[src/hw/rtl/kpl_fifo.sv]
// ----------------------------------------------------------------------------
// kpl_fifo
// small register queue with full/empty flags, show-ahead read
// ----------------------------------------------------------------------------
`default_nettype none

module kpl_fifo #(
  parameter int WIDTH = 8,
  parameter int DEPTH = 2
) (
  input  wire logic             clk,
  input  wire logic             rst,
  input  wire logic             wr,
  input  wire logic [WIDTH-1:0] wr_data,
  output logic                  full,
  input  wire logic             rd,
  output logic [WIDTH-1:0]      rd_data,
  output logic                  empty
);

  localparam int PTR_W = (DEPTH > 1) ? $clog2(DEPTH) : 1;
  localparam int CNT_W = $clog2(DEPTH + 1);

  logic [WIDTH-1:0] slots [DEPTH];
  logic [PTR_W-1:0] wptr;
  logic [PTR_W-1:0] rptr;
  logic [CNT_W-1:0] count;
  logic             do_wr;
  logic             do_rd;

  assign full    = (count == CNT_W'(DEPTH));
  assign empty   = (count == '0);
  assign do_wr   = wr && !full;
  assign do_rd   = rd && !empty;
  assign rd_data = slots[rptr];

  always_ff @(posedge clk) begin
    if (rst) begin
      wptr  <= '0;
      rptr  <= '0;
      count <= '0;
    end else begin
      if (do_wr) begin
        wptr <= (wptr == PTR_W'(DEPTH - 1)) ? '0 : wptr + 1'b1;
      end
      if (do_rd) begin
        rptr <= (rptr == PTR_W'(DEPTH - 1)) ? '0 : rptr + 1'b1;
      end
      if (do_wr && !do_rd) begin
        count <= count + 1'b1;
      end else if (do_rd && !do_wr) begin
        count <= count - 1'b1;
      end
    end
  end

  always_ff @(posedge clk) begin
    if (do_wr) begin
      slots[wptr] <= wr_data;
    end
  end

endmodule

`default_nettype wire

[config.mk]
export PLATFORM = sky130hd
export DESIGN_NAME = kpl_fifo
export DESIGN_NICKNAME = d
export VERILOG_FILES = /design/src/hw/rtl/kpl_fifo.sv
export SDC_FILE = /design/constraint.sdc
export NUM_CORES = 1
export LEC_CHECK = 0
export BUFFER_PORTS_ARGS = -buffer_cell sky130_fd_sc_hd__buf_2
export CORE_MARGIN = 5
export CORE_UTILIZATION = 40
export DETAILED_ROUTE_END_ITERATION = 10
export HOLD_SLACK_MARGIN = 0.02
export PLACE_DENSITY_LB_ADDON = 0.25
export SYNTH_ARGS = -nofsm -noshare
export SYNTH_HDL_FRONTEND = slang
export SYNTH_SLANG_ARGS = --single-unit
[constraint.sdc]
create_clock -name clk -period 1.79 [get_ports clk]
set_input_delay 0.4475 -clock clk [delete_from_list [all_inputs] [get_ports clk]]
set_output_delay 0.4475 -clock clk [all_outputs]
set_load 0.02 [all_outputs]
# After elaboration in Yosys (flattened, before gate mapping)
# Memories as Yosys holds them, arrays and structs flattened. A register that Yosys moved wholly into a read port is not among the register bits.
# Cells that the tools add are included.
op_classes:
  add_sub_neg: 4
  eq_ne: 1
  n_mux: 8
  reduce_logical: 10
op_table:
  columns: ["operator", "n"]
  rows:
  - ["two-way mux 1 bit", 6]
  - ["logical AND 1 bit", 4]
  - ["logical NOT 1 bit", 4]
  - ["two-way mux 2 bit", 2]
  - ["adder 1 bit, second input constant", 2]
  - ["adder 2 x 1 -> 2 bit, second input constant", 1]
  - ["equality test 2 bit, second input constant", 1]
  - ["logical NOT 2 bit", 1]
  - ["nonzero test 2 bit", 1]
  - ["subtractor 2 x 1 -> 2 bit, second input constant", 1]
word_totals:
  reg_bits: 4
  ramBits: 16
  inputBits: 12
  output_inout_bits: 10
  elab_cells: 27
  mem_count: 1
mem_list:
  columns: ["name", "depth", "width", "rd", "rd_ports_with_merged_regs", "wr", "line", "text"]
  rows:
  - ["slots", 2, 8, 1, 1, 1, "24", "logic [WIDTH-1:0] slots [DEPTH];"]

# Logic depth before layout (Yosys ltp)
# Gate-level depths: netlist of the first run.
depth:
  ltp_word: 7
  ltp_mapped: 6

# Worst setup path before layout of the first run
# No wires, ideal clock.
synth_path:
  path_type: "reg2reg"
  from: "reg count[1]"
  to: "reg count[1]"
  setup_time_ns: 0.070
  t_arrival_ns: 1.517
  path_slack_ns: 0.203
  path_stages_with_launch: 6
  n_path_buf: 0
  period_less_slack_ns: 1.587
  cell_sequence: "dfxtp_1 nor2b_2 nor2_1 ha_1 or3_1 a21oi_1"
synth_via:
  elab_chain_len: 6
synth_lines:
  columns: ["element", "line", "text"]
  rows:
  - ["start: declaration", "27", "logic [CNT_W-1:0] count;"]
  - ["start signal: assignment", "50", "count <= count + 1'b1;"]
  - ["start signal: assignment", "52", "count <= count - 1'b1;"]
  - ["equality test 2 bit *", "31", "assign full = (count == CNT_W'(DEPTH));"]
  - ["named net full", "15", "output logic full,"]
  - ["logical NOT 1 bit *", "33", "assign do_wr = wr && !full;"]
  - ["logical AND 1 bit *", "33", null]
  - ["logical NOT 1 bit", "51", "end else if (do_rd && !do_wr) begin"]
  - ["logical AND 1 bit", "51", null]
  - ["nonzero test 2 bit (no source line)", null, null]
# Mark *: on every way through the listed nets, which the timed path passes. The rest lies on a longest branch. The select of a mux whose other input is x is not followed.
# A chain may end at the register's enable or synchronous reset.

==> results.sh, run 1 <==
export IMPL_area_growth_pct=20.5
export IMPL_synth_seq_cells=21
export IMPL_vias=456
export IMPL_hold_viol_final=0
export IMPL_rows=16
export IMPL_outcome="finished clean"
export IMPL_routed_wl_mm=1.18
export IMPL_setup_viol=0
export IMPL_max_cap_violations=0
export IMPL_place_gp_congestion=0.641
export IMPL_yosysSeqAreaShare=0.732
export IMPL_yosysWarningCount=0
export IMPL_synth_cell_types=13
export IMPL_relSlewSlack=0.743
export IMPL_grt_pass1_wl_mm=1.90
export IMPL_synth_top_cell_area_share=0.606
export IMPL_grt_use_total=0.0957
export IMPL_path_class="reg2out"
export IMPL_remaining_drc_errors=0
export IMPL_die_y_microns=54.5
export IMPL_via_per_inst=4.51
export IMPL_regArea_sq_um=582
export IMPL_hp_class="in2reg"
export IMPL_vdd_drop_max_v=0.000735
export IMPL_grt_antenna_before_repair=0
export IMPL_cts_root_buf="clkbuf_4"
export IMPL_p_leak_nw=0.381
export IMPL_final_cell_mix="buf_2 (21), edfxtp_1 (16), mux2_2 (8), nor2_1 (5), dfxtp_1 (4)"
export IMPL_grt_max_degree=13
export IMPL_io_buffers=21
export IMPL_clk_path_buf_depth=2
export IMPL_setup_ws_ps=66.9
export IMPL_layout_drive_gt1_share=0.473
export IMPL_h_tree_depth=1
export IMPL_period_share=0.963
export IMPL_critPathLaunchType="flip-flop"
export IMPL_syn_inst=50
export IMPL_dp_hpwl_microns=890
export IMPL_grt_overflow=0
export IMPL_yosys_top_cells_area="edfxtp_1 (61%), dfxtp_1 (13%), mux2_2 (11%)"
export IMPL_clock_sinks=21
export IMPL_tightest_slew_ps=385
export IMPL_yosysTopAreaCell="edfxtp_1"
export IMPL_clock_skew_final_ps=1.54
export IMPL_initial_core_util=0.413
export IMPL_pre_cts_slack_ps=205
export IMPL_setup_tns_ps=0
export IMPL_die_w_microns=54.5
export IMPL_slew_violations=0
export IMPL_synth_avg_cell_area_sq_um=15.9
export IMPL_cts_setup_buffers=0
export IMPL_cts_clk_slew_worst_paths_ps=110
export IMPL_multi_input_area_sq_um=200
export IMPL_syn_nets=63
export IMPL_rsz0062_at_grt="false"
export IMPL_antenna_diode_count=0
export IMPL_arrival_ps=1280
export IMPL_n_fill_cell=185
export IMPL_core_area_sq_mm=0.00192
export IMPL_crit_required_ps=1340
export IMPL_ant_nets=0
export IMPL_cp_max_fo=8
export IMPL_cts_tree="built"
export IMPL_dpl_cell_count=97
export IMPL_cp_end_kind="output pin"
export IMPL_wl_per_cell_microns=11.7
export IMPL_fmax_mhz=580
export IMPL_final_common_cell="buf_2"
export IMPL_numCtsBuffers=3
export IMPL_fin_nets=88
export IMPL_dieArea_sq_mm=0.00297
export IMPL_ios=22
export IMPL_finalPower_mw=1.35
export IMPL_drt_iter0_drc=3
export IMPL_dr_pass1_iters=4
export IMPL_finalNonFillerCells=101
export IMPL_netlist_area_sq_um=793
export IMPL_fin_crit_ps=1720
export IMPL_clk_latency_ps=290
export IMPL_power_density_mw_per_mm2=1410
export IMPL_grt_pass1_vias=481
-- cell usage after synthesis, drive strengths merged --
| library cell | instances |
|---|---|
| and2 | 1 |
| inv | 2 |
| nor2b | 1 |
| buf | 1 |
| xor2 | 3 |
| mux2 | 8 |
| nor2 | 5 |
| o21ai | 3 |
| a21oi | 2 |
| ha | 1 |
| edfxtp | 16 |
| dfxtp | 5 |
| or3 | 2 |
-- worst max-delay path, stage by stage, from the launching register on --
cell and delay [ps]:
dfxtp_2 450, mux2_2 370, buf_2 160
-- layout make-up --
cell class / count / area share
multi-input cells: 26 / 0.209
clock buffers: 3 / 0.0236
flip-flops and latches: 21 / 0.609
repair buffers: 21 / 0.110
clock inverters: 1 / 0.00524
inverters: 2 / 0.00785
well taps: 27 / 0.0353
-- where the power goes --
part           leakage (nW)  switching [mW]  total [mW]  internal, mW
clock                0.0177           0.134       0.217        0.0831
combinational         0.172           0.248       0.440         0.192
sequential            0.191          0.0642       0.688         0.624
-- registers in the layout, summed over array words and instances (netlist names), named ones only --
signal	flops
slots	16
rptr	1
wptr	1
count	2
-- stage by stage --
stage                     area [sq um]  hold WS [ps]   util
after global placement             927           473  0.482
after floorplan                    793           452      -
after detailed placement           927           482  0.482
after global routing               956           305  0.497
final                              956           336  0.497
after CTS                          956           325  0.497
-- layer usage --
metal | global-route usage | routed length [microns] | vias up
met5 | 0 | 0 | -
met4 | 0.0622 | 8 | 0
met3 | 0.0245 | 51 | 2
met2 | 0.171 | 625 | 12
met1 | 0.0972 | 497 | 214
li1 | - | - | 228
-- path summary, 6_finish.rpt --
kind              cells past startpoint  slack (ps)     endpoint  startpoint
setup reg to reg                      4         220     count[1]    count[0]
setup / recovery                      2          70   rd_data[4]   flip-flop
hold reg to reg                       2         500         wptr        wptr
hold / removal                        1         340  slots[1][0]  wr_data[0]
-- timing repair --
action,CTS,global route
gates resized for setup,1,0
setup endpoints to repair,8,0
endpoints found under the hold margin,0,0
hold buffers,0,0
-- logic make-up after synthesis --
group	count (synthesis)	share of synthesized area
and+or+nand+nor	9	0.0584
xor gates and xnor gates	3	0.0331
muxes	8	0.114
DFF	21	0.732
adders and majority gates	1	0.0158
AOI/OAI and AO/OA	5	0.0315
buffers and inverters	3	0.0158
Note: power is estimated with default switching activity, not from simulation.
==> run 2, diff against run 1 <==
--- a/config.mk
+++ b/config.mk
@@ -11,6 +11,7 @@
 export DETAILED_ROUTE_END_ITERATION = 10
 export HOLD_SLACK_MARGIN = 0.02
 export PLACE_DENSITY_LB_ADDON = 0.25
+export SETUP_SLACK_MARGIN = 0.5
 export SYNTH_ARGS = -nofsm -noshare
 export SYNTH_HDL_FRONTEND = slang
 export SYNTH_SLANG_ARGS = --single-unit
==> results.sh, run 2 (synthesized netlist as in run 1, its figures left out) <==
export IMPL_crit_required_ps=1340
export IMPL_dr_pass1_iters=2
export IMPL_use_met3=0.0218
export IMPL_finalPower_mw=1.74
export IMPL_routed_wl_mm=1.34
export IMPL_slew_violations=0
export IMPL_layout_drive_gt1_share=0.625
export IMPL_max_cap_violations=0
export IMPL_intPower_mw=1.19
export IMPL_combPwrFrac=0.463
export IMPL_grt_use_total=0.111
export IMPL_cp_max_fo=8
export IMPL_arrival_ps=1190
export IMPL_cpMaxStageDelayCell="dfxtp_4"
export IMPL_largest_register_ffs=16
export IMPL_hp_class="in2reg"
export IMPL_max_stage_delay_ps=450
export IMPL_period_share=0.915
export IMPL_ios=22
export IMPL_core_area_sq_mm=0.00192
export IMPL_initial_core_util=0.413
export IMPL_tightest_slew_ps=208
export IMPL_p_leak_nw=0.469
export IMPL_die_y_microns=54.5
export IMPL_power_density_mw_per_mm2=1490
export IMPL_relSlewSlack=0.860
export IMPL_antenna_diode_count=0
export IMPL_grt_max_degree=12
export IMPL_fin_util=0.610
export IMPL_switching_share=0.319
export IMPL_fmax_mhz=610
export IMPL_seqPwrFrac=0.416
export IMPL_pre_cts_slack_ps=229
export IMPL_cts_hold_buffers=0
export IMPL_holdWs_ps=340
export IMPL_hold_viol_final=0
export IMPL_fin_crit_ps=1640
export IMPL_p_switching_uw=557
export IMPL_cp_end_kind="output pin"
export IMPL_cts_clk_slew_worst_paths_ps=100
export IMPL_h_tree_depth=1
export IMPL_rsz0062_at_grt="true"
export IMPL_grt_pass1_wl_mm=2.21
export IMPL_crit_chain="mux2_4 -> buf_6"
export IMPL_clock_skew_final_ps=3.28
export IMPL_vias=490
export IMPL_place_gp_congestion=0.624
export IMPL_outcome="finished clean"
export IMPL_rows=16
export IMPL_grt_util_met1=0.103
export IMPL_fin_nets=94
export IMPL_n_fill_cell=179
export IMPL_io_buffers=21
export IMPL_final_cell_mix="edfxtp_1 (16), buf_6 (13), buf_2 (11), mux2_4 (8)"
export IMPL_numCtsBuffers=3
export IMPL_grt_antenna_before_repair=0
export IMPL_wl_per_cell_microns=12.6
export IMPL_top_usage_layer="met2"
export IMPL_critPathLaunchType="flip-flop"
export IMPL_remaining_drc_errors=0
export IMPL_multi_input_area_sq_um=284
export IMPL_dp_hpwl_microns=942
export IMPL_regArea_sq_um=589
export IMPL_clk_latency_ps=290
export IMPL_final_common_cell="edfxtp_1"
export IMPL_clock_sinks=21
export IMPL_setup_ws_ps=151
export IMPL_clkPwrFrac=0.121
export IMPL_largestRegisters="slots x16, count x2"
export IMPL_cts_root_buf="clkbuf_4"
export IMPL_vdd_drop_max_v=0.000844
export IMPL_grtUsageMet2=0.215
export IMPL_cts_tree="built"
export IMPL_setup_viol=0
export IMPL_setup_tns_ps=0
export IMPL_ant_nets=0
export IMPL_path_class="reg2out"
export IMPL_drt_iter0_drc=5
export IMPL_grt_overflow=0
export IMPL_dieArea_sq_mm=0.00297
export IMPL_largest_register="slots"
export IMPL_area_growth_pct=47.8
export IMPL_die_w_microns=54.5
export IMPL_grt_pass1_vias=557
export IMPL_clk_path_buf_depth=2
export IMPL_via_per_inst=4.58
[run 2: final cells by class]
cell class / instances / share of cell area
flip-flops and latches: 21 / 0.503
repair buffers: 27 / 0.191
inverters: 2 / 0.0128
multi-input cells: 26 / 0.242
well taps: 27 / 0.0288
clock buffers: 4 / 0.0224
[run 2: stage by stage]
stage | cells | instance area [sq um]
finish | 107 | 1170
global route | 107 | 1170
detailed placement | 97 | 950
floorplan | 50 | 818
CTS | 105 | 1140
global placement | 97 | 950
[run 2: path summary, 6_finish.rpt]
kind	from	end	slack [ps]	cells after the start
worst min register to register	wptr	wptr	510	2
worst min-delay path	wr_data[0]	slots[1][0]	340	1
worst max register to register	count[1]	count[1]	330	6
worst max-delay path	flip-flop	rd_data[7]	150	2
[run 2: worst max-delay path: cells and delay by family, from the launching register on]
family	cells	cell delay, ps
buf+inv	1	130
flops	1	450
mux	1	320
[run 2: routing by layer]
metal | vias up | part of all wire
li1 | 241 | -
met5 | - | 0
met2 | 12 | 0.58
met3 | 0 | 0.050
met4 | 0 | 0
met1 | 237 | 0.37
[run 2: power by group through the flow]
stage	combinational [mW]	sequential (mW)	clock, mW
floorplan	0.389	0.673	0
global placement	0.468	0.709	0
detailed placement	0.478	0.714	0
CTS	0.740	0.726	0.222
global route	0.861	0.738	0.238
finish	0.808	0.726	0.210
[run 2: timing repair]
item / in CTS / in global routing
endpoints found under the setup margin: 27 / 20
pin swaps: 3 / 4
gates resized for setup: 39 / 6
gates cloned: 0 / 0
buffers inserted: 4 / 2
==> run 3, diff against run 2 <==
--- a/config.mk
+++ b/config.mk
@@ -6,7 +6,7 @@
 export NUM_CORES = 1
 export LEC_CHECK = 0
 export BUFFER_PORTS_ARGS = -buffer_cell sky130_fd_sc_hd__buf_2
-export CORE_MARGIN = 5
+export CORE_MARGIN = 1
 export CORE_UTILIZATION = 40
 export DETAILED_ROUTE_END_ITERATION = 10
 export HOLD_SLACK_MARGIN = 0.02
==> results.sh, run 3 (synthesized netlist as in run 1, its figures left out) <==
export IMPL_clk_path_buf_depth=2
export IMPL_die_w_microns=46.5
export IMPL_grt_pass1_vias=484
export IMPL_rsz0062_at_grt="true"
export IMPL_via_per_inst=4.66
export IMPL_worst_r2r_startpoint="count[1]"
export IMPL_whs_path_depth=1
export IMPL_vdd_drop_max_v=0.00114
export IMPL_die_y_microns=46.5
export IMPL_initial_core_util=0.445
export IMPL_max_stage_delay_ps=350
export IMPL_wl_per_cell_microns=11.6
export IMPL_ios=22
export IMPL_grtUsageMet2=0.228
export IMPL_largest_register_ffs=16
export IMPL_ant_nets=0
export IMPL_fin_util=0.670
export IMPL_crit_chain="buf_8 -> mux2_4 -> buf_6"
export IMPL_path_class="reg2out"
export IMPL_setup_viol=0
export IMPL_power_density_mw_per_mm2=1490
export IMPL_numCtsBuffers=3
export IMPL_use_met3=0.0471
export IMPL_layout_drive_gt1_share=0.617
export IMPL_core_area_sq_mm=0.00178
export IMPL_cts_hold_buffers=0
export IMPL_max_cap_violations=0
export IMPL_grt_use_total=0.127
export IMPL_slew_violations=0
export IMPL_h_tree_depth=1
export IMPL_fmax_mhz=604
export IMPL_critPathLaunchType="flip-flop"
export IMPL_cts_root_buf="clkbuf_4"
export IMPL_rows=15
export IMPL_top_usage_layer="met2"
export IMPL_place_gp_congestion=0.690
export IMPL_outcome="finished clean"
export IMPL_area_growth_pct=50.6
export IMPL_clock_skew_final_ps=0.899
export IMPL_cts_clk_slew_worst_paths_ps=100
export IMPL_reg2reg_to="slots[0][0]"
export IMPL_antenna_diode_count=0
export IMPL_cp_end_kind="output pin"
export IMPL_grt_pass1_wl_mm=1.85
export IMPL_setup_tns_ps=0
export IMPL_cts_tree="built"
export IMPL_vias=494
export IMPL_finalPower_mw=1.78
export IMPL_dp_hpwl_microns=818
export IMPL_dr_pass1_iters=1
export IMPL_path_delay_family="flip-flops"
export IMPL_arrival_ps=1210
export IMPL_hold_viol_final=0
export IMPL_relSlewSlack=0.891
export IMPL_n_fill_cell=130
export IMPL_r2r_slack_ps=340
export IMPL_holdPathEnd="slots[1][0]"
export IMPL_largestRegisters="slots x16, count x2"
export IMPL_p_leak_nw=0.481
export IMPL_grt_max_degree=12
export IMPL_largest_register="slots"
export IMPL_tightest_slew_ps=162
export IMPL_final_cell_mix="edfxtp_1 (16), buf_6 (13), buf_2 (11), mux2_4 (8)"
export IMPL_crit_buf_inv=2
export IMPL_remaining_drc_errors=0
export IMPL_grt_antenna_before_repair=0
export IMPL_cpMaxStageDelayCell="dfxtp_2"
export IMPL_worstHoldStart="wr_data[0]"
export IMPL_fin_crit_ps=1660
export IMPL_cp_max_fo=8
export IMPL_dieArea_sq_mm=0.00217
export IMPL_hp_class="in2reg"
export IMPL_routed_wl_mm=1.23
export IMPL_io_buffers=21
export IMPL_drt_iter0_drc=0
export IMPL_r2r_cells=5
export IMPL_grt_overflow=0
export IMPL_fin_nets=95
export IMPL_period_share=0.925
export IMPL_grt_util_met1=0.129
export IMPL_crit_required_ps=1340
export IMPL_clock_sinks=21
export IMPL_pre_cts_slack_ps=231
export IMPL_setup_ws_ps=134
export IMPL_final_common_cell="edfxtp_1"
export IMPL_clk_latency_ps=280
run 3: worst reg2reg max path, stage by stage, from the launching register on:
cell     delay, ps
dfxtp_4        370
nor2b_4        140
buf_6          110
buf_6          100
or3_4          360
inv_8           90
run 3: report_power, final:
| part | internal, mW | switching, mW | total (mW) |
|---|---|---|---|
| combinational | 0.507 | 0.370 | 0.877 |
| sequential | 0.636 | 0.0584 | 0.694 |
| clock | 0.0863 | 0.123 | 0.209 |
run 3: per-stage QoR:
step / instance area (sq um) / std cells / hold slack [ps]
5_1_grt: 1190 / 106 / 327
6_report: 1190 / 106 / 348
4_1_cts: 1130 / 104 / 337
3_5_place_dp: 955 / 96 / 475
2_1_floorplan: 818 / 50 / 452
3_3_place_gp: 955 / 96 / 470
run 3: worst max-delay path by stage:
stage / startpoint / endpoint / slack (ps) / cells after the start
floorplan: count[1] / count[1] / 330 / 5
global placement: wr / count[1] / 280 / 6
detailed placement: wr / count[1] / 230 / 6
global route: flip-flop / rd_data[0] / 80 / 3
finish: flip-flop / rd_data[3] / 130 / 3
CTS: flip-flop / rd_data[7] / 120 / 3
run 3: timing repair:
item | 4_1_cts | 5_1_grt
resized for setup | 38 | 9
cloned | 0 | 0
pin swaps | 4 | 5
endpoints found under the setup margin | 28 | 20
setup buffers | 4 | 2
run 3: final cells by class:
| cell class | count | area (sq um) | share of cell area |
|---|---|---|---|
| Sequential cell | 21 | 589 | 0.493 |
| Multi-Input combinational cell | 26 | 282 | 0.236 |
| Timing Repair Buffer | 28 | 251 | 0.210 |
| Tap cell | 25 | 31.3 | 0.0262 |
| Clock buffer | 4 | 26.3 | 0.0220 |
| Inverter | 2 | 15.0 | 0.0126 |
run 3: routing by layer:
metal,vias to the layer above,part of all wire
li1,244,-
met1,233,0.40
met2,15,0.54
met3,2,0.049
met4,0,0.0081
met5,-,0
