## src/hw/rtl/kpl_pkg.sv

```systemverilog
// ----------------------------------------------------------------------------
// kpl_pkg
// shared types, constants and trig tables for the per-angle kalman plotter
// ----------------------------------------------------------------------------
`default_nettype none

package kpl_pkg;

  localparam int NUM_ANGLES   = 360;
  localparam int ANGLE_W      = 9;
  localparam int RANGE_W      = 16;
  localparam int UNC_W        = 17;
  localparam int SIN_W        = 16;
  localparam int QUEUE_DEPTH  = 2;
  localparam int RESULT_DEPTH = 2;

  localparam logic [UNC_W-1:0]   UNC_ONE         = 17'h10000;
  localparam logic [RANGE_W-1:0] LIMIT_RESET     = 16'd15360;
  localparam logic [RANGE_W-1:0] OFFSET_RESET    = 16'd512;
  localparam logic [RANGE_W-1:0] NOISE_RESET     = 16'd256;
  localparam logic signed [21:0] SCREEN_CENTER   = 22'sd6400;

  typedef enum logic [1:0] {
    REG_LIMIT  = 2'd0,
    REG_OFFSET = 2'd1,
    REG_NOISE  = 2'd2
  } reg_index_t;

  typedef struct packed {
    logic [ANGLE_W-1:0] angle_deg;
    logic [RANGE_W-1:0] range_sample;
  } sample_t;

  typedef struct packed {
    logic [ANGLE_W-1:0]        point_angle;
    logic [RANGE_W-1:0]        filtered_range;
    logic signed [RANGE_W-1:0] screen_x;
    logic signed [RANGE_W-1:0] screen_y;
  } result_t;

  typedef struct packed {
    logic [UNC_W-1:0]   unc;
    logic [RANGE_W-1:0] est;
  } filt_entry_t;

  typedef enum logic [3:0] {
    B_CLEAR,
    B_IDLE,
    B_READ,
    B_LOAD,
    B_DIV,
    B_UPDATE,
    B_WRITE,
    B_PLOT,
    B_EMIT
  } back_state_t;

  // sin(k deg) for k in 0..90, q1.14
  function automatic logic [14:0] quarter_sin(input logic [6:0] k);
    logic [14:0] v;
    unique case (k)
      7'd0:  v = 15'd0;     7'd1:  v = 15'd286;   7'd2:  v = 15'd572;
      7'd3:  v = 15'd857;   7'd4:  v = 15'd1143;  7'd5:  v = 15'd1428;
      7'd6:  v = 15'd1713;  7'd7:  v = 15'd1997;  7'd8:  v = 15'd2280;
      7'd9:  v = 15'd2563;  7'd10: v = 15'd2845;  7'd11: v = 15'd3126;
      7'd12: v = 15'd3406;  7'd13: v = 15'd3686;  7'd14: v = 15'd3964;
      7'd15: v = 15'd4240;  7'd16: v = 15'd4516;  7'd17: v = 15'd4790;
      7'd18: v = 15'd5063;  7'd19: v = 15'd5334;  7'd20: v = 15'd5604;
      7'd21: v = 15'd5872;  7'd22: v = 15'd6138;  7'd23: v = 15'd6402;
      7'd24: v = 15'd6664;  7'd25: v = 15'd6924;  7'd26: v = 15'd7182;
      7'd27: v = 15'd7438;  7'd28: v = 15'd7692;  7'd29: v = 15'd7943;
      7'd30: v = 15'd8192;  7'd31: v = 15'd8438;  7'd32: v = 15'd8682;
      7'd33: v = 15'd8923;  7'd34: v = 15'd9162;  7'd35: v = 15'd9397;
      7'd36: v = 15'd9630;  7'd37: v = 15'd9860;  7'd38: v = 15'd10087;
      7'd39: v = 15'd10311; 7'd40: v = 15'd10531; 7'd41: v = 15'd10749;
      7'd42: v = 15'd10963; 7'd43: v = 15'd11174; 7'd44: v = 15'd11381;
      7'd45: v = 15'd11585; 7'd46: v = 15'd11786; 7'd47: v = 15'd11982;
      7'd48: v = 15'd12176; 7'd49: v = 15'd12365; 7'd50: v = 15'd12551;
      7'd51: v = 15'd12733; 7'd52: v = 15'd12911; 7'd53: v = 15'd13085;
      7'd54: v = 15'd13255; 7'd55: v = 15'd13421; 7'd56: v = 15'd13583;
      7'd57: v = 15'd13741; 7'd58: v = 15'd13894; 7'd59: v = 15'd14044;
      7'd60: v = 15'd14189; 7'd61: v = 15'd14330; 7'd62: v = 15'd14466;
      7'd63: v = 15'd14598; 7'd64: v = 15'd14726; 7'd65: v = 15'd14849;
      7'd66: v = 15'd14968; 7'd67: v = 15'd15082; 7'd68: v = 15'd15191;
      7'd69: v = 15'd15296; 7'd70: v = 15'd15396; 7'd71: v = 15'd15491;
      7'd72: v = 15'd15582; 7'd73: v = 15'd15668; 7'd74: v = 15'd15749;
      7'd75: v = 15'd15826; 7'd76: v = 15'd15897; 7'd77: v = 15'd15964;
      7'd78: v = 15'd16026; 7'd79: v = 15'd16083; 7'd80: v = 15'd16135;
      7'd81: v = 15'd16182; 7'd82: v = 15'd16225; 7'd83: v = 15'd16262;
      7'd84: v = 15'd16294; 7'd85: v = 15'd16322; 7'd86: v = 15'd16344;
      7'd87: v = 15'd16362; 7'd88: v = 15'd16374; 7'd89: v = 15'd16382;
      7'd90: v = 15'd16384;
      default: v = 15'd0;
    endcase
    return v;
  endfunction

  // sin(a deg) for a in 0..359, signed q1.14, by quadrant symmetry
  function automatic logic signed [SIN_W-1:0] sin_deg(input logic [ANGLE_W-1:0] a);
    logic [14:0] q;
    logic        neg;
    if (a >= 9'd270) begin
      q   = quarter_sin(7'(9'd360 - a));
      neg = 1'b1;
    end else if (a >= 9'd180) begin
      q   = quarter_sin(7'(a - 9'd180));
      neg = 1'b1;
    end else if (a >= 9'd90) begin
      q   = quarter_sin(7'(9'd180 - a));
      neg = 1'b0;
    end else begin
      q   = quarter_sin(a[6:0]);
      neg = 1'b0;
    end
    return neg ? -$signed({1'b0, q}) : $signed({1'b0, q});
  endfunction

endpackage

`default_nettype wire

```

## src/hw/rtl/kpl_fifo.sv

```systemverilog
// ----------------------------------------------------------------------------
// kpl_fifo
// small register queue with full/empty flags, show-ahead read
// ----------------------------------------------------------------------------
`default_nettype none

module kpl_fifo #(
  parameter int WIDTH = 8,
  parameter int DEPTH = 2
) (
  input  wire logic             clk,
  input  wire logic             rst,
  input  wire logic             wr,
  input  wire logic [WIDTH-1:0] wr_data,
  output logic                  full,
  input  wire logic             rd,
  output logic [WIDTH-1:0]      rd_data,
  output logic                  empty
);

  localparam int PTR_W = (DEPTH > 1) ? $clog2(DEPTH) : 1;
  localparam int CNT_W = $clog2(DEPTH + 1);

  logic [WIDTH-1:0] slots [DEPTH];
  logic [PTR_W-1:0] wptr;
  logic [PTR_W-1:0] rptr;
  logic [CNT_W-1:0] count;
  logic             do_wr;
  logic             do_rd;

  assign full    = (count == CNT_W'(DEPTH));
  assign empty   = (count == '0);
  assign do_wr   = wr && !full;
  assign do_rd   = rd && !empty;
  assign rd_data = slots[rptr];

  always_ff @(posedge clk) begin
    if (rst) begin
      wptr  <= '0;
      rptr  <= '0;
      count <= '0;
    end else begin
      if (do_wr) begin
        wptr <= (wptr == PTR_W'(DEPTH - 1)) ? '0 : wptr + 1'b1;
      end
      if (do_rd) begin
        rptr <= (rptr == PTR_W'(DEPTH - 1)) ? '0 : rptr + 1'b1;
      end
      if (do_wr && !do_rd) begin
        count <= count + 1'b1;
      end else if (do_rd && !do_wr) begin
        count <= count - 1'b1;
      end
    end
  end

  always_ff @(posedge clk) begin
    if (do_wr) begin
      slots[wptr] <= wr_data;
    end
  end

endmodule

`default_nettype wire

```

## src/hw/rtl/kpl_front.sv

```systemverilog
// ----------------------------------------------------------------------------
// kpl_front
// sample intake: drops out-of-range samples, queues the rest for the back end
// ----------------------------------------------------------------------------
`default_nettype none

module kpl_front #(
  parameter int QUEUE_DEPTH = kpl_pkg::QUEUE_DEPTH
) (
  input  wire logic                          clk,
  input  wire logic                          rst,
  input  wire logic                          push,
  input  wire kpl_pkg::sample_t              sample,
  output logic                               full,
  input  wire logic                          hold,
  input  wire logic [kpl_pkg::RANGE_W-1:0]   range_limit,
  output logic                               q_valid,
  output kpl_pkg::sample_t                   q_item,
  input  wire logic                          q_pop
);

  logic accept;
  logic keep;
  logic q_full;
  logic q_empty;

  assign full    = q_full || hold;
  assign accept  = push && !full;
  assign keep    = (sample.angle_deg < kpl_pkg::ANGLE_W'(kpl_pkg::NUM_ANGLES)) &&
                   (sample.range_sample <= range_limit);
  assign q_valid = !q_empty;

  kpl_fifo #(
    .WIDTH ($bits(kpl_pkg::sample_t)),
    .DEPTH (QUEUE_DEPTH)
  ) u_queue (
    .clk     (clk),
    .rst     (rst),
    .wr      (accept && keep),
    .wr_data (sample),
    .full    (q_full),
    .rd      (q_pop),
    .rd_data (q_item),
    .empty   (q_empty)
  );

endmodule

`default_nettype wire

```

## config.mk

```make
export PLATFORM = sky130hd
export DESIGN_NAME = kpl_front
export DESIGN_NICKNAME = d
export VERILOG_FILES = /design/src/hw/rtl/kpl_pkg.sv /design/src/hw/rtl/kpl_fifo.sv /design/src/hw/rtl/kpl_front.sv
export SDC_FILE = /design/constraint.sdc
export NUM_CORES = 1
export LEC_CHECK = 0
export BUFFER_PORTS_ARGS = -buffer_cell sky130_fd_sc_hd__clkbuf_2
export CAP_MARGIN = 10
export CORE_ASPECT_RATIO = 1.2
export CORE_MARGIN = 3
export CORE_UTILIZATION = 55
export DETAILED_ROUTE_END_ITERATION = 7
export PLACE_DENSITY = 0.89
export SLEW_MARGIN = 20
export SYNTH_ARGS = -nofsm -noshare
export SYNTH_HDL_FRONTEND = slang
export SYNTH_HIERARCHICAL = 1
export SYNTH_SLANG_ARGS = --single-unit
```

## constraint.sdc

```tcl
create_clock -name clk -period 6.19 [get_ports clk]
set_input_delay 0.9285 -clock clk [delete_from_list [all_inputs] [get_ports clk]]
set_output_delay 0.9285 -clock clk [all_outputs]
set_load 0.03 [all_outputs]
```

=== Yosys cells after proc, flatten, opt, wreduce, memory -nomap -nowiden ===
Memory sizes are Yosys's and may differ from the RTL's. A register that Yosys moved wholly into a read port is not among the register bits.
Cells that the tools add are included.

* Flip-flop bits (word level): 4
* Latch bits: 0
* Bits in writable memories: 50
* Bits in read-only memories: 0
* Bits of input ports: 46
* Output and inout port bits: 27
* Logic and storage cells: 34
* Memories: 1

* $add $sub $neg: 4
* Multipliers: 0
* Div/mod/pow operators: 0
* $lt $le $gt $ge: 2
* Equal/unequal tests: 1
* Shift-type cells: 0
* Multiplexer cells: 8
* Bitwise gates (word level): 0
* Reductions and logical operators: 15

{| class="wikitable"
|+ Memory list
! name !! depth !! width !! read ports !! clocked after memory_dff !! write ports !! RTL line !! text
|-
| u_queue.slots || 2 || 25 || 1 || 1 || 1 || kpl_fifo.sv:24 || <nowiki>logic [WIDTH-1:0] slots [DEPTH];</nowiki>
|}

{| class="wikitable"
|+ Operator list
! operator !! count
|-
| $le 16x16->1 || 1
|-
| $lt 9x9->1 const B || 1
|-
| $logic_and 1x1->1 || 7
|-
| $mux 1 || 6
|-
| $logic_not 1->1 || 5
|-
| $mux 2 || 2
|-
| $add 1x1->1 const B || 2
|-
| $add 2x1->2 const B || 1
|-
| $eq 2x2->1 const B || 1
|-
| $logic_not 2->1 || 1
|-
| $reduce_bool 2->1 || 1
|-
| $sub 2x1->2 const B || 1
|-
| $logic_or 1x1->1 || 1
|}

=== Longest topological paths before layout ===
Gate-level depths: netlist (run 1).

* Depth after elaboration: 10
* Depth in mapped cells: 12
* Depth with buffers taken out: 12

=== Modules after synthesis ===
Netlist (run 1), hierarchy kept.

{| class="wikitable"
|+ Modules (own cells, without submodules)
! module !! times used !! cells each !! area each (µm²) !! seq. area each (µm²)
|-
| kpl_fifo || 1 || 103 || 2,020.7 || 1,601.5
|-
| kpl_front || 1 || 62 || 452.9 || 0.0
|}

=== Worst setup path before layout (run 1) ===
No wires, ideal clock.

* Kind: input to register
* From: input port range_limit[14] in the netlist's numbering
* To: memory u_queue/slots[0][0] in the netlist's numbering, enable pin
* Library setup time: 0.380 ns
* Arrival: 2.976 ns
* Data required time: 5.810 ns
* Slack: 2.834 ns
* Cell stages on the path: 9
* Buffers on the path: 0
* Path through: inv_1 ha_1 and4_1 nand3_1 or3_2 o31ai_2 inv_1 or3_1 inv_1

* Word-level cells in the longest chain between the ends: 6

{| class="wikitable"
|+ RTL lines
! what !! RTL line !! text
|-
| start: declaration || kpl_front.sv:16 || <nowiki>input wire logic [kpl_pkg::RANGE_W-1:0] range_limit,</nowiki>
|-
| $le 16x16->1 || kpl_front.sv:30 || <nowiki>(sample.range_sample <= range_limit);</nowiki>
|-
| $logic_and 1x1->1 || kpl_front.sv:29 || <nowiki>assign keep = (sample.angle_deg < kpl_pkg::ANGLE_W'(kpl_pkg::NUM_ANGLES)) &&</nowiki>
|-
| $logic_and 1x1->1 || kpl_front.sv:39 || <nowiki>.wr (accept && keep),</nowiki>
|-
| $logic_and 1x1->1 || kpl_fifo.sv:33 || <nowiki>assign do_wr = wr && !full;</nowiki>
|-
| $mux 1 || kpl_fifo.sv:58 || <nowiki>if (do_wr) begin</nowiki>
|-
| $mux 1 (not written as such) || kpl_fifo.sv:59 || <nowiki>slots[wptr] <= wr_data;</nowiki>
|-
| end: declaration || kpl_fifo.sv:24 ||
|}

Every way passes these cells.

=== Final worst setup path (run 1) ===
* From: input port sample[14] in the netlist's numbering
* To: memory u_queue/slots[0][19] in the netlist's numbering, enable pin

* Word-level cells in the longest chain between the ends: 6

{| class="wikitable"
|+ RTL lines
! what !! RTL line !! text
|-
| start: declaration || kpl_front.sv:13 || <nowiki>input wire kpl_pkg::sample_t sample,</nowiki>
|-
| $le 16x16->1 || kpl_front.sv:30 ||
|-
| $logic_and 1x1->1 || kpl_front.sv:29 ||
|-
| $logic_and 1x1->1 || kpl_front.sv:39 ||
|-
| $logic_and 1x1->1 || kpl_fifo.sv:33 ||
|-
| $mux 1 || kpl_fifo.sv:58 ||
|-
| $mux 1 (not written as such) || kpl_fifo.sv:59 ||
|}

Every way passes these cells.

==> results of run 1 <==
-- how the worst min path moves through the flow --
stage,to,cells after the start,from,slack (ns)
floorplan,u_queue/wptr$_SDFFE_PP0P_,2,u_queue/wptr$_SDFFE_PP0P_,0.45
global placement,u_queue/wptr$_SDFFE_PP0P_,2,u_queue/wptr$_SDFFE_PP0P_,0.47
detailed placement,u_queue/wptr$_SDFFE_PP0P_,2,u_queue/wptr$_SDFFE_PP0P_,0.49
CTS,u_queue/wptr$_SDFFE_PP0P_,2,u_queue/wptr$_SDFFE_PP0P_,0.51
global route,u_queue/wptr$_SDFFE_PP0P_,2,u_queue/wptr$_SDFFE_PP0P_,0.53
finish,u_queue/wptr$_SDFFE_PP0P_,2,u_queue/wptr$_SDFFE_PP0P_,0.51
-- placed cells by master, fill, tap and decap left out, types with 2 or more instances in the layout --
cell type  count
clkbuf_8       5
nand2_1        2
inv_1         19
clkbuf_2      72
nor2_1         6
ha_1          17
dfxtp_1        4
edfxtp_1      50
mux2_2        25
and4_1         3
or3_1          3
nand3_1        2
xor2_1         3
a21oi_1        8
o21ai_0        6
-- routing by layer --
layer | routed length (µm) | GRT usage | share of wire
met3 | 332 | 0.0507 | 0.076
met5 | 0 | 0 | 0
met4 | 88 | 0.0832 | 0.020
met1 | 1600 | 0.192 | 0.37
met2 | 2370 | 0.320 | 0.54
-- state kept, by name, indices dropped and copies added (netlist names), named ones only --
signal         count
u_queue/slots     50
u_queue/count      2
u_queue/rptr       1
u_queue/wptr       1
-- cell families after synthesis --
family	count (synthesis)	share of synthesized area
xor+xnor	3	0.0106
buf+inv	22	0.0369
simple gates	23	0.0536
fa+ha+maj	17	0.0860
compound gates	20	0.0516
flops	55	0.647
mux	25	0.114
-- power by group --
group	switching, mW	leakage (nW)	internal [mW]
sequential	0.0341	0.494	0.435
clock	0.107	0.0514	0.121
combinational	0.180	0.719	0.117
total	0.321	1.26	0.673
-- final cells by class --
class,instances,area (µm²),share of cell area
sequential,55,1600,0.535
timing repair buffer,72,360,0.120
clock inverter,2,37.5,0.0125
tap,56,70.1,0.0234
multi-input combinational,88,782,0.261
clock buffer,6,72.6,0.0242
inverter,19,71.3,0.0238
-- worst max-delay path: cells and delay by family --
kind / cells / cell delay (ns)
buffers and inverters: 3 / 0.93
and+or+nand+nor: 4 / 1.25
adders and majority gates: 1 / 0.28
AOI/OAI and AO/OA: 1 / 0.07
==> flow_metrics.tcl, run 1 <==
set metrics [dict create \
    outcome "complete, no violations" \
    wl_per_cell_um 14.7 \
    arrival_ns 3.48 \
    ys.flop_type "edfxtp_1" \
    coreArea_um2 4290 \
    grt_pass1_wl_um 6920 \
    syn_area_per_cell_um2 15.0 \
    crit_path_end_kind "register" \
    yosysUniqueCellTypes 27 \
    ctsRootBufferMaster "clkbuf_8" \
    yosys-top-cells-area "edfxtp_1, mux2_2, ha_1, dfxtp_1, inv_1" \
    synth_common_cells "edfxtp_1, mux2_2, inv_1, ha_1, a21oi_1" \
    ant_nets 0 \
    diodes 0 \
    min_path_type "register to register" \
    drive_gt1_frac 0.459 \
    htreeDepth 2 \
    syn2layout_area_growth_pct 21.1 \
    maxCapViolations 0 \
    relSlewSlack 0.341 \
    reg2reg_depth 8 \
    cts_tree "done" \
    crit_path_end "u_queue/slots[0][19]$_DFFE_PP_" \
    layout_min_cycle_time_ns 3.55 \
    antenna_found_initial 0 \
    cts_hold_buf 0 \
    vdd_drop_max_mv 0.232 \
    ctsResizeCount 0 \
    crit_path_top_delay_cell "inv_1" \
    clk_pin_slew_ns 0.09 \
    post-route-drc-count 0 \
    synth.most_common_cell "edfxtp_1" \
    grt_pass1_vias 1575 \
    synth-seq-cells 55 \
    gr-total-overflow 0 \
    cp-start-kind "input port" \
    cts_buffers 5 \
    fin_crit_sh 0.573 \
    postLayoutCellArea_um2 3000 \
    syn_area_um2 2470 \
    crit_required_ns 6.12 \
    finalSetupViolCount 0 \
    synth_nets 228 \
    slew_viol_final 0 \
    clk_latency_ns 0.30 \
    dp_slack_ns 2.31 \
    synth_top_area_frac 0.607 \
    dr_total_vias 1563 \
    ioPinCount 73 \
    tightest_slew_ns 0.988 \
    power_mw 0.994 \
    dieHeight_um 79.5 \
    syn_inst 165 \
    first_iter_violations 68 \
    tns_ns 0 \
    worst-path-max-fanout 25 \
    place_area_um2 2880 \
    cts_sinks 55 \
    cp_common_cell "inv_1" \
    utilization 0.698 \
    fp-row-count 26 \
    hold_slack_ns 0.506 \
    synth_top_area_cell "edfxtp_1" \
    place_hpwl_um 3390 \
    dieArea_um2 5340 \
    gp_congestion 0.818 \
    timing.rr.start "u_queue/count[0]$_SDFFE_PP0P_" \
    startpoint "sample[14]" \
    power.density_nw_per_um2 332 \
    synth_warnings 6 \
    fin_ws_ns 2.64 \
    first_pass_iters 4 \
    async_reset_ff_frac 0 \
    synth-edff-count 50 \
    clockBufferDepth 2 \
    layout.cells.non_filler 298 \
    grtUsageTotal 0.180 \
    crit_chain "clkbuf_2 -> ha_1 -> and4_1 -> nand3_1 -> or3_2 -> o31ai_2 -> inv_1 -> or3_1 -> inv_1" \
    ys_seq_area_frac 0.647 \
    avgViaCountPerCell 5.24 \
    routed_wirelength_um 4390 \
    chipWidth_um 67.2 \
    max_freq_mhz 282 \
    skew_ns 0.00388 \
    io_buffers 72 \
    fillers 310 \
    finalHoldViolations 0 \
    p_leak_nw 1.26 \
    grt_max_degree 26 \
    initial_core_util 0.576 \
    slowest_delay_ns 0.74 \
    cts_setup_buffers 0 \
    nets 304 \
    path_class "input port to register" \
    rsz0062_at_grt "false" \
    r2r-end "u_queue/slots[0][19]$_DFFE_PP_" \
    rrSetupSlack_ns 3.18 \
    dp_cells 290 \
]
(Power assumes the default switching activity.)
==> run 2, diff against run 1 <==
--- a/config.mk
+++ b/config.mk
@@ -9,9 +9,9 @@
 export CAP_MARGIN = 10
 export CORE_ASPECT_RATIO = 1.2
 export CORE_MARGIN = 3
-export CORE_UTILIZATION = 55
+export CORE_UTILIZATION = 51
 export DETAILED_ROUTE_END_ITERATION = 7
-export PLACE_DENSITY = 0.89
+export PLACE_DENSITY = 0.84
 export SLEW_MARGIN = 20
 export SYNTH_ARGS = -nofsm -noshare
 export SYNTH_HDL_FRONTEND = slang
==> constraint.sdc (replaced) <==
create_clock -name clk -period 3.7 [get_ports clk]
set_input_delay 0.555 -clock clk [delete_from_list [all_inputs] [get_ports clk]]
set_output_delay 0.555 -clock clk [all_outputs]
set_load 0.03 [all_outputs]
==> flow_metrics.tcl, run 2 (synthesis gave the netlist of run 1 again) <==
set metrics [dict create \
    outcome "complete, no violations" \
    fp-row-count 27 \
    gp_congestion 0.764 \
    slowest_delay_ns 0.47 \
    ctsRootBufferMaster "clkbuf_8" \
    crit_path_top_delay_cell "or3_2" \
    startpoint "range_limit[13]" \
    diodes 0 \
    utilization 0.650 \
    dp_slack_ns 0.462 \
    gr-total-overflow 0 \
    grt_max_degree 26 \
    min_path_type "input port to register" \
    multi_input_area_um2 781 \
    timing.rr.start "u_queue/count[0]$_SDFFE_PP0P_" \
    cp-start-kind "input port" \
    postLayoutCellArea_um2 3010 \
    nets 308 \
    clockBufferDepth 2 \
    p_sw_mw 0.549 \
    clock_power_share 0.199 \
    layout_common_cells "clkbuf_2, edfxtp_1, mux2_2" \
    layout.cells.most_common "clkbuf_2" \
    tns_ns 0 \
    io_buffers 72 \
    p_comb_frac 0.312 \
    power_mw 1.61 \
    vdd_drop_max_mv 0.386 \
    maxCapViolations 0 \
    finalSetupViolCount 0 \
    dieHeight_um 82.3 \
    cts_sinks 55 \
    crit_path_end_kind "register" \
    dieArea_um2 5730 \
    grtUsageTotal 0.174 \
    cts_setup_buffers 0 \
    dp_cells 296 \
    fin_crit_sh 0.789 \
    slew_viol_final 0 \
    p_leak_nw 1.28 \
    path_delay_family "simple AND/OR/NAND/NOR gates" \
    rsz0062_at_grt "false" \
    worst-path-max-fanout 10 \
    finalHoldViolations 0 \
    htreeDepth 2 \
    place_area_um2 2920 \
    regMostFlops "u_queue/slots" \
    first_iter_violations 83 \
    worst-path-buf-inv 5 \
    routed_wirelength_um 4660 \
    fin_ws_ns 0.782 \
    ctsResizeCount 0 \
    post-route-drc-count 0 \
    crit_required_ns 3.71 \
    layout.cells.non_filler 304 \
    seqPwrFrac 0.489 \
    place_hpwl_um 3620 \
    largest_reg_flops 50 \
    max_freq_mhz 343 \
    arrival_ns 2.93 \
    hold_path.startpoint "sample[18]" \
    seq_area_um2 1600 \
    avgViaCountPerCell 5.17 \
    p_int_mw 1.06 \
    syn2layout_area_growth_pct 21.5 \
    ant_nets 0 \
    ioPinCount 73 \
    power.density_nw_per_um2 535 \
    first_pass_iters 4 \
    initial_core_util 0.534 \
    fillers 353 \
    cts_tree "done" \
    relSlewSlack 0.586 \
    wl_per_cell_um 15.3 \
    cts_buffers 5 \
    biggestRegsByFlops "u_queue/slots: 50 flops, u_queue/count: 2 flops" \
    coreArea_um2 4630 \
    cts_hold_buf 0 \
    crit_chain "clkbuf_2 -> inv_1 -> ha_1 -> and4_1 -> nand3_1 -> or3_2 -> o31ai_2 -> inv_1 -> or3_1 -> inv_1 -> buf_4" \
    clk_pin_slew_ns 0.10 \
    cp_common_cell "inv_1" \
    tightest_slew_ns 0.621 \
    chipWidth_um 69.6 \
    grt_pass1_wl_um 7590 \
    grt_pass1_vias 1691 \
    clk_latency_ns 0.30 \
    skew_ns 0.00743 \
    dr_total_vias 1572 \
    layout_min_cycle_time_ns 2.92 \
    path_class "input port to register" \
    drive_gt1_frac 0.463 \
    hold_slack_ns 0.435 \
    antenna_found_initial 0 \
    swShare 0.341 \
]
## run 2: cell count changes in the layout (fill, tap and decap cells not counted)
cell and delta:
and2_1 +1, and2_2 -1, buf_4 +4, bufinv_16 -1
clkbuf_1 -1, clkinv_1 +1, clkinv_4 +1
## run 2: final cells by class
class,count,area share
sequential,55,0.533
tap,58,0.0241
clock buffer,5,0.0229
clock inverter,3,0.00666
inverter,19,0.0237
timing repair buffer,76,0.130
multi-input combinational,88,0.260
## run 2: path summary, 6_finish.rpt
kind	slack [ns]	cells after the start	end
setup / recovery	0.78	11	u_queue/slots[0][20]$_DFFE_PP_
hold / removal	0.43	1	u_queue/slots[1][18]$_DFFE_PP_
setup reg to reg	0.93	9	u_queue/slots[0][20]$_DFFE_PP_
hold reg to reg	0.50	2	u_queue/wptr$_SDFFE_PP0P_
## run 2: metal layers
| layer | vias to the layer above | global-route usage | routed length (µm) |
|---|---|---|---|
| met5 | - | 0 | 0 |
| met4 | 0 | 0.0898 | 80 |
| li1 | 770 | - | - |
| met2 | 46 | 0.334 | 2610 |
| met3 | 7 | 0.0266 | 208 |
| met1 | 749 | 0.187 | 1760 |
## run 2: power groups by stage
stage | Clock [mW] | Combinational (mW) | Sequential (mW)
final | 0.319 | 0.501 | 0.787
after global routing | 0.359 | 0.541 | 0.796
after CTS | 0.326 | 0.509 | 0.786
after detailed placement | 0 | 0.506 | 0.800
after global placement | 0 | 0.498 | 0.797
after floorplan | 0 | 0.404 | 0.755
